==> src/sv/b2da_pkg.sv <==
`default_nettype none

package b2da_pkg;

  // Largest number of decimal digits a conversion can produce.
  localparam int unsigned MaxDigits = 16;
  // Width of the binary input word.
  localparam int unsigned ValueW = 32;
  // Width of the requested digit count.
  localparam int unsigned CountW = 5;
  // Width of an emitted character.
  localparam int unsigned CharW = 6;
  // Width of a digit position index.
  localparam int unsigned DigitW = $clog2(MaxDigits);
  // Width of the double-dabble bit counter.
  localparam int unsigned BitCntW = $clog2(ValueW);
  // Number of words the queue between front and back can hold.
  localparam int unsigned QueueDepth = 2;

  // ASCII code of the character '0', truncated to the character width.
  localparam logic [CharW-1:0] AsciiZero = CharW'(48);
  // Digits at or above this value get the add-3 correction before a shift.
  localparam logic [3:0] DabbleLimit = 4'd5;
  localparam logic [3:0] DabbleAdd = 4'd3;

  // Conversion modes as carried in the cmd field.
  typedef enum logic {
    ModeFixed    = 1'b0,
    ModeSuppress = 1'b1
  } mode_e;

  // One classified word as it travels from the front to the back.
  typedef struct packed {
    mode_e              mode;
    logic [ValueW-1:0]  value;
    logic [DigitW-1:0]  top_pos;
  } entry_t;

endpackage

`default_nettype wire

==> src/sv/b2da_front.sv <==
`default_nettype none

module b2da_front (
  input  wire logic                          start,
  input  wire logic                          full_i,
  input  wire logic                          cmd_i,
  input  wire logic [b2da_pkg::ValueW-1:0]   value_i,
  input  wire logic [b2da_pkg::CountW-1:0]   digit_count_i,
  output logic                               push_o,
  output b2da_pkg::entry_t                   entry_o
);
  import b2da_pkg::*;

  logic [DigitW-1:0] fixed_pos;

  // A word is taken whenever the queue has room.
  assign push_o = start & ~full_i;

  // In fixed mode the top digit position follows from the clamped count.
  always_comb begin
    if (int'(digit_count_i) > int'(MaxDigits)) begin
      fixed_pos = DigitW'(MaxDigits - 1);
    end else if (digit_count_i == '0) begin
      fixed_pos = '0;
    end else begin
      fixed_pos = DigitW'(digit_count_i - CountW'(1));
    end
  end

  // Suppress mode starts its leading-zero scan from the highest position.
  always_comb begin
    entry_o.mode  = mode_e'(cmd_i);
    entry_o.value = value_i;
    if (mode_e'(cmd_i) == ModeSuppress) begin
      entry_o.top_pos = DigitW'(MaxDigits - 1);
    end else begin
      entry_o.top_pos = fixed_pos;
    end
  end

endmodule

`default_nettype wire

==> src/sv/b2da_queue.sv <==
`default_nettype none

module b2da_queue (
  input  wire logic              clk_i,
  input  wire logic              rst_ni,
  input  wire logic              push_i,
  input  wire b2da_pkg::entry_t  entry_i,
  output logic                   full_o,
  input  wire logic              pop_i,
  output logic                   empty_o,
  output b2da_pkg::entry_t       entry_o
);
  import b2da_pkg::*;

  localparam int unsigned PtrW = (QueueDepth > 1) ? $clog2(QueueDepth) : 1;
  localparam int unsigned CntW = $clog2(QueueDepth + 1);

  entry_t            slot_q [QueueDepth];
  logic [PtrW-1:0]   wr_ptr_q, wr_ptr_d;
  logic [PtrW-1:0]   rd_ptr_q, rd_ptr_d;
  logic [CntW-1:0]   count_q, count_d;

  assign full_o  = (count_q == CntW'(QueueDepth));
  assign empty_o = (count_q == '0);
  assign entry_o = slot_q[rd_ptr_q];

  // Pointer and fill count update; push and pop may share a cycle.
  always_comb begin
    wr_ptr_d = wr_ptr_q;
    rd_ptr_d = rd_ptr_q;
    count_d  = count_q;
    if (push_i) begin
      wr_ptr_d = (wr_ptr_q == PtrW'(QueueDepth - 1)) ? '0 : wr_ptr_q + PtrW'(1);
    end
    if (pop_i) begin
      rd_ptr_d = (rd_ptr_q == PtrW'(QueueDepth - 1)) ? '0 : rd_ptr_q + PtrW'(1);
    end
    if (push_i && !pop_i) begin
      count_d = count_q + CntW'(1);
    end else if (pop_i && !push_i) begin
      count_d = count_q - CntW'(1);
    end
  end

  always_ff @(posedge clk_i or negedge rst_ni) begin
    if (!rst_ni) begin
      wr_ptr_q <= '0;
      rd_ptr_q <= '0;
      count_q  <= '0;
    end else begin
      wr_ptr_q <= wr_ptr_d;
      rd_ptr_q <= rd_ptr_d;
      count_q  <= count_d;
    end
  end

  // Storage slots hold payload only.
  always_ff @(posedge clk_i) begin
    if (push_i) begin
      slot_q[wr_ptr_q] <= entry_i;
    end
  end

endmodule

`default_nettype wire

==> src/sv/b2da_back.sv <==
`default_nettype none

module b2da_back (
  input  wire logic                          clk_i,
  input  wire logic                          rst_ni,
  input  wire logic                          empty_i,
  input  wire b2da_pkg::entry_t              entry_i,
  output logic                               pop_o,
  output logic                               strobe_o,
  output logic [b2da_pkg::CharW-1:0]         character_o,
  output logic                               last_o
);
  import b2da_pkg::*;

  typedef enum logic [3:0] {
    StIdle = 4'b0001,
    StConv = 4'b0010,
    StScan = 4'b0100,
    StEmit = 4'b1000
  } state_e;

  state_e                       state_q, state_d;
  mode_e                        mode_q, mode_d;
  logic [ValueW-1:0]            val_q, val_d;
  logic [MaxDigits-1:0][3:0]    bcd_q, bcd_d;
  logic [MaxDigits-1:0][3:0]    bcd_adj;
  logic [4*MaxDigits-1:0]       bcd_adj_bits;
  logic [BitCntW-1:0]           bit_cnt_q, bit_cnt_d;
  logic [DigitW-1:0]            pos_q, pos_d;
  logic [3:0]                   cur_digit;
  logic                         strobe_d, last_d;
  logic [CharW-1:0]             char_q, char_d;
  logic                         strobe_q, last_q;

  assign cur_digit = bcd_q[pos_q];
  assign pop_o     = (state_q == StIdle) && !empty_i;

  // Add-3 correction on every digit ahead of the next shift.
  always_comb begin
    for (int i = 0; i < int'(MaxDigits); i++) begin
      bcd_adj[i] = (bcd_q[i] >= DabbleLimit) ? bcd_q[i] + DabbleAdd : bcd_q[i];
    end
  end

  // Flat view of the corrected digits for the one-bit shift.
  assign bcd_adj_bits = bcd_adj;

  // Sequencer: load, shift-add-3 over every input bit, skip leading zeros, emit.
  always_comb begin
    state_d   = state_q;
    mode_d    = mode_q;
    val_d     = val_q;
    bcd_d     = bcd_q;
    bit_cnt_d = bit_cnt_q;
    pos_d     = pos_q;
    strobe_d  = 1'b0;
    last_d    = 1'b0;
    char_d    = char_q;
    case (state_q)
      StIdle: begin
        if (!empty_i) begin
          mode_d    = entry_i.mode;
          val_d     = entry_i.value;
          pos_d     = entry_i.top_pos;
          bcd_d     = '0;
          bit_cnt_d = '0;
          state_d   = StConv;
        end
      end
      StConv: begin
        bcd_d     = {bcd_adj_bits[4*MaxDigits-2:0], val_q[ValueW-1]};
        val_d     = {val_q[ValueW-2:0], 1'b0};
        bit_cnt_d = bit_cnt_q + BitCntW'(1);
        if (bit_cnt_q == BitCntW'(ValueW - 1)) begin
          state_d = (mode_q == ModeSuppress) ? StScan : StEmit;
        end
      end
      StScan: begin
        if ((pos_q != '0) && (cur_digit == '0)) begin
          pos_d = pos_q - DigitW'(1);
        end else begin
          state_d = StEmit;
        end
      end
      StEmit: begin
        strobe_d = 1'b1;
        char_d   = AsciiZero + CharW'(cur_digit);
        last_d   = (pos_q == '0);
        if (pos_q == '0) begin
          state_d = StIdle;
        end else begin
          pos_d = pos_q - DigitW'(1);
        end
      end
      default: begin
        state_d = StIdle;
      end
    endcase
  end

  always_ff @(posedge clk_i or negedge rst_ni) begin
    if (!rst_ni) begin
      state_q  <= StIdle;
      strobe_q <= 1'b0;
      last_q   <= 1'b0;
    end else begin
      state_q  <= state_d;
      strobe_q <= strobe_d;
      last_q   <= last_d;
    end
  end

  // Datapath registers carry no reset.
  always_ff @(posedge clk_i) begin
    mode_q    <= mode_d;
    val_q     <= val_d;
    bcd_q     <= bcd_d;
    bit_cnt_q <= bit_cnt_d;
    pos_q     <= pos_d;
    char_q    <= char_d;
  end

  assign strobe_o    = strobe_q;
  assign character_o = char_q;
  assign last_o      = last_q;

endmodule

`default_nettype wire

==> src/sv/binary_to_decimal_ascii_core.sv <==
// Each accepted word yields its characters one per cycle on consecutive cycles.
// The first character follows the 32-step shift-add-3 loop and, in suppress mode, the
// scan that skips leading zeros.
// The converter takes a new word from the queue only after the previous word is emitted.
// A two-word queue takes new words while the converter works; busy is its full flag.
// Reset is asynchronous and active low; it empties the queue and idles the converter.
`default_nettype none

module binary_to_decimal_ascii_core (
  input  wire logic                          clk_i,
  input  wire logic                          rst_ni,
  input  wire logic                          start,
  output logic                               busy,
  input  wire logic                          cmd_i,
  input  wire logic [b2da_pkg::ValueW-1:0]   value_i,
  input  wire logic [b2da_pkg::CountW-1:0]   digit_count_i,
  output logic                               strobe_o,
  output logic [b2da_pkg::CharW-1:0]         character_o,
  output logic                               last_o
);
  import b2da_pkg::*;

  logic    push, pop, full, empty;
  entry_t  front_entry, queue_entry;

  assign busy = full;

  // Front: accept and classify each word.
  b2da_front u_front (
    .start         (start),
    .full_i        (full),
    .cmd_i         (cmd_i),
    .value_i       (value_i),
    .digit_count_i (digit_count_i),
    .push_o        (push),
    .entry_o       (front_entry)
  );

  // Queue between front and back.
  b2da_queue u_queue (
    .clk_i   (clk_i),
    .rst_ni  (rst_ni),
    .push_i  (push),
    .entry_i (front_entry),
    .full_o  (full),
    .pop_i   (pop),
    .empty_o (empty),
    .entry_o (queue_entry)
  );

  // Back: convert and emit characters.
  b2da_back u_back (
    .clk_i       (clk_i),
    .rst_ni      (rst_ni),
    .empty_i     (empty),
    .entry_i     (queue_entry),
    .pop_o       (pop),
    .strobe_o    (strobe_o),
    .character_o (character_o),
    .last_o      (last_o)
  );

endmodule

`default_nettype wire

==> config.mk <==
export PLATFORM = sky130hd
export DESIGN_NAME = binary_to_decimal_ascii_core
export DESIGN_NICKNAME = d
export VERILOG_FILES = /design/src/sv/b2da_pkg.sv /design/src/sv/b2da_front.sv /design/src/sv/b2da_queue.sv /design/src/sv/b2da_back.sv /design/src/sv/binary_to_decimal_ascii_core.sv
export SDC_FILE = /design/constraint.sdc
export NUM_CORES = 1
export LEC_CHECK = 0
export BUFFER_PORTS_ARGS = -buffer_cell sky130_fd_sc_hd__buf_2
export CAP_MARGIN = 20
export CORE_ASPECT_RATIO = 1.75
export CORE_MARGIN = 2
export CORE_UTILIZATION = 61
export CTS_CLUSTER_DIAMETER = 150
export DETAILED_ROUTE_END_ITERATION = 6
export GPL_ROUTABILITY_DRIVEN = 0
export MAX_ROUTING_LAYER = met4
export PLACE_DENSITY = 0.88
export SYNTH_ARGS = -nofsm -noshare
export SYNTH_HDL_FRONTEND = slang
export SYNTH_SLANG_ARGS = --single-unit
==> constraint.sdc <==
create_clock -name clk_i -period 5.5 [get_ports clk_i]
set_clock_uncertainty 0.15 [all_clocks]
set_input_delay 0.275 -clock clk_i [delete_from_list [all_inputs] [get_ports clk_i]]
set_output_delay 0.275 -clock clk_i [all_outputs]
set_load 0.03 [all_outputs]
# Word level (Yosys, flattened, before mapping)
# Memory sizes are Yosys's and may differ from the RTL's.
# Index checks and enable logic that the tools add are counted.
# classes
add_sub_neg	24
order_cmp	18
eq_ne	12
muxes	45
bitwise_logic	3
n_reduce_logical	19
# op_table
cell	n
$pmux 64 s2	1
$mux 4	27
$ge 4x3->1 const B	16
$mux 64	1
$pmux 32 s2	1
$add 4x2->4 const B	15
$mux 32	1
$bmux 4 s4	1
$pmux 4 s4	1
$pmux 4 s3	1
$pmux 5 s2	1
$logic_not 4->1	2
$reduce_and 4->1	2
$sub 4x1->4 const B	2
$add 5x5->6 const A	1
$mux 1	6
$ne 2x1->1 const B	3
$ne 2x2->1 const B	3
$add 5x1->5 const B	1
$eq 5x5->1 const B	1
$gt 5x5->1 const B	1
$logic_not 5->1	1
$lt 4x5->1 const B	1
$mux 5	1
other kinds (20)	30
# word_totals
reg_bits	122
ramBits	74
input_bits	41
out_inout_bits	9
elab_cells	149
memories	1
# mem_list
name	words	word_bits	read_ports	rd_clocked_by_memory_dff	write_ports	line_no	rtl
u_queue.slot_q	2	37	1	0	1	b2da_queue.sv:18	entry_t slot_q [QueueDepth];

# Longest topological paths before layout
# logic_depth
ltp_word	7
ltp_mapped	9
depth_no_buf	8

# Hierarchy
# A second synthesis with hierarchy kept.
# hier_totals
cells_unflattened	815
hier_area_um2	9895.7
# by_module_without_submodules
module	n_inst	cells_each	area_per_inst_um2	seq_area_each_um2
b2da_back	1	632	6575.1	3454.6
b2da_queue	1	131	2939.1	2322.2
b2da_front	1	52	381.6	0.0

# Worst setup path before layout
# Ideal clock, no wire load.
# synth_path
path_type	reg2reg
start	reg u_back.state_q[0]
end	reg u_back.bcd_q[0] (netlist bit) (enable)
setup_ns	0.931
arrival_time_ns	3.040
t_required_ns	4.419
setup_slack_ns	1.379
path_stages_with_launch	5
n_path_buf	2
synth_period_minus_slack_ns	4.121
path_cell_list	dfstp_2 -> nand3b_1 -> clkbuf_1 -> buf_1 -> nand2_1
# synth_via
elab_chain_len	3
elab_cells_between_ends	5
classes_between	eq/ne: 3; reduce/logical: 2
# synth_rtl
item	line_no	rtl
start: declaration	b2da_back.sv:22	state_e state_q, state_d;
start signal: assignment	b2da_back.sv:103	state_q <= StIdle;
start signal: assignment	b2da_back.sv:107	state_q <= state_d;
$eq 4x1->1 or $eq 4x2->1 (tied branches)	b2da_back.sv:59	case (state_q)
$ne 2x2->1 (no line) or $reduce_bool 2->1 (tied branches)	n/a	
$reduce_and 2->1 (no line) *	n/a	
end signal: assignment	b2da_back.sv:117	bcd_q <= bcd_d;
end: declaration	b2da_back.sv:25	logic [MaxDigits-1:0][3:0] bcd_q, bcd_d;
# Mark *: on every way between the ends. The rest lies on a longest branch, timed or not.
# A chain may end at the register's enable or synchronous reset.

# Final worst setup path
# layout_path
start	reg u_back.state_q[0]
end	reg u_back.bcd_q[14] (netlist bit) (enable)
# The elaborated chain is that of the path after synthesis.

==> out/metrics.yaml <==
global_routing:
  antenna_found_initial: 0
  grt_max_degree: 71
  grt_pass1_wl_mm: 33.0
  grtUsageTotal_pct: 26.8
  grt_overflow: 0
  grt_pass1_vias: 6575
route:
  finalWirelength_mm: 20.8
  drc: 0
  wire_per_inst_um: 20.4
  drt_pass1_iterations: 6
  postRouteAntennaNets: 0
  vias_per_cell: 6.04
  dr_total_vias: 6155
  drtIter0Drc: 522
cells_and_area:
  mostFrequentLayoutCell: "edfxtp_1"
  fillerInstances: 876
  multiInputGateArea_um2: 3290
  fin_nets: 903
  antenna_cells: 0
  drive_gt1_share_pct: 12.9
  final_util_pct: 72.1
  register_area_um2: 5780
  area_growth_pct: 15.0
  layout_common_cells: "184 x edfxtp_1, 80 x nor2_1, 73 x nand2_1"
  layout.cells.non_filler: 1019
placement:
  dp_hpwl_mm: 12.5
  place_ws_ps: 2190
  placed_cells: 950
  io_buffers: 47
floorplanning:
  fp.coreArea_um2: 14900
  initial_core_util_pct: 62.7
  fp.dieW_um: 97.6
  die_h_um: 168
  ios: 50
  die_area_um2: 16400
  rows: 59
timing:
  hold_violations: 0
  setup_ws_ps: 1990
  min_period_ps: 3510
  drv_slew: 0
  tightest_slew_ps: 938
  final-setup-viol-count: 0
  rsz0062_at_grt: "no"
  min_period_over_period_pct: 63.9
  fmax_ghz: 0.285
  relSlewSlack_pct: 37.4
  finalSetupTns_ps: 0
flow_run:
  maxCapViolations: 0
setup_path:
  critPathArrivalTime_ps: 3450
  endpoint_kind: "register"
  crit_type: "register to register"
  startpoint_type: "register"
  max_stage_delay_ps: 810
  worstPathMaxFanout: 70
  crit_buf_inv: 1
  path_cells: "nor4b_1 -> o21ai_1 -> nand2_4 -> buf_4"
  worst_path_max_delay_cell: "nand2_4"
  critPathTopFamily: "simple AND/OR/NAND/NOR gates"
  critical_path_required_ps: 5440
synth:
  syn_avg_cell_area_um2: 12.6
  netlist_area_um2: 9340
  yosys.cell_types.count: 46
  ys_top_cells_by_area: "edfxtp_1 59%, mux2i_1 5.2%, ha_1 5.2%"
  yosysSeqAreaShare_pct: 61.8
  ys_ff_latch: 194
  yosysWarningCount: 0
  synth.top_cell.area_share_pct: 59.1
  synth_cells: 739
  yosysTopAreaCell: "edfxtp_1"
power:
  vdd_drop_max_uv: 408
  leakagePower_nw: 4.10
  power_w: 0.00690
  powerDensity_nw_per_um2: 643
clock_network:
  clkTransAtPathRegs_ps: 80
  cts_tree: "done"
  clock-sinks: 194
  root_buffer: "clkbuf_16"
  numCtsBuffers: 17
  cts_max_level: 4
  post_cts_buffers: 0
  clock_latency_ps: 440
  clockBufferDepth: 2
outcome:
  status: "finished, final reports clean"
hold_path:
  hp-class: "input pin to asynchronous set/reset pin"
==> synthesized netlist by cell type, drive strengths merged <==
cell type / n
nor3: 17
clkbuf: 13
edfxtp: 184
o22a: 1
or3b: 1
a21boi: 1
a2111o: 1
mux2: 1
xor2: 19
nand3: 7
or3: 1
and2: 4
o31ai: 1
o22ai: 1
nor2: 81
a21oi: 58
a22oi: 2
nor2b: 4
and3: 3
nor4b: 3
or2: 2
a2111oi: 1
o21ai: 49
nand3b: 1
nand2: 74
buf: 12
mux4: 14
conb: 1
dfrtp: 9
mux2i: 49
dfstp: 1
nand2b: 17
a32o: 1
o21a: 1
inv: 43
ha: 39
xnor2: 21
a222oi: 1
==> flip-flops by register name (all words and copies together), names as in the netlist, 2 cells and up <==
signal,count
u_back.bcd_q,64
u_back.bit_cnt_q,5
u_back.character_o,4
u_back.pos_q,4
u_back.state_q,4
u_back.val_q,32
u_queue.count_q,2
u_queue.slot_q,74
==> per-layer routing <==
metal	GRT usage [%]	wire (um)
met1	26.8	7220
met2	49.2	11700
met3	4.80	802
met4	13.8	1030
met5	-	0
==> final cells by class <==
type,instances,share of cell area (%)
Clock buffer,18,3.99
Clock inverter,14,1.57
Inverter,43,1.50
Multi-Input combinational cell,478,30.6
Sequential cell,194,53.8
Tap cell,183,2.13
Timing Repair Buffer,89,6.40
==> worst reg2reg max path: stages (launching register included) <==
cell and delay, ps:
dfstp_2 620, nor4b_1 670, o21ai_1 390, nand2_4 810, buf_4 530
==> what timing repair did <==
action | in CTS | in global routing
endpoints found under the hold margin | 76 | 0
gates resized for setup | 0 | 0
hold buffers | 34 | 0
==> through the flow <==
| stage | hold WS (ps) | cell area [um^2] |
|---|---|---|
| floorplan | -171 | 9350 |
| global placement | -2.71 | 9730 |
| detailed placement | 7.92 | 9730 |
| CTS | 64.3 | 10700 |
| global route | 97.1 | 10700 |
| finish | 88.4 | 10700 |
==> power breakdown <==
group	switching, W	internal, W	total [W]
Clock	0.000620	0.000615	0.00123
Combinational	0.00155	0.00104	0.00259
Sequential	0.000581	0.00250	0.00308
==> cells by family after synthesis <==
logic type / synth area share, %
buffers and inverters: 3.21
flip-flops: 61.8
AO/OA/AOI/OAI: 6.98
AND/OR/NAND/NOR: 10.1
other: 0.0401
adder cells (fa/ha/maj): 5.22
multiplexers: 8.87
XOR/XNOR: 3.75
==> path summary, 6_finish.rpt <==
| kind | slack [ps] | to | cells after the start | start |
|---|---|---|---|---|
| worst min register to register | 390 | u_back.bcd_q[0] | 1 | u_back.val_q[31] |
| worst min-delay path | 90 | u_queue.count_q[1] | 2 | rst_ni |
| worst max-delay path | 1990 | u_back.bcd_q[14] | 4 | u_back.state_q[0] |
| worst max register to register | 1990 | u_back.bcd_q[14] | 4 | u_back.state_q[0] |
| min in group clk_i | 100 | u_queue.wr_ptr_q | 3 | start |
| max in group asynchronous | 4850 | u_back.state_q[0] | 2 | rst_ni |
Power figures use the tool's default switching activity.
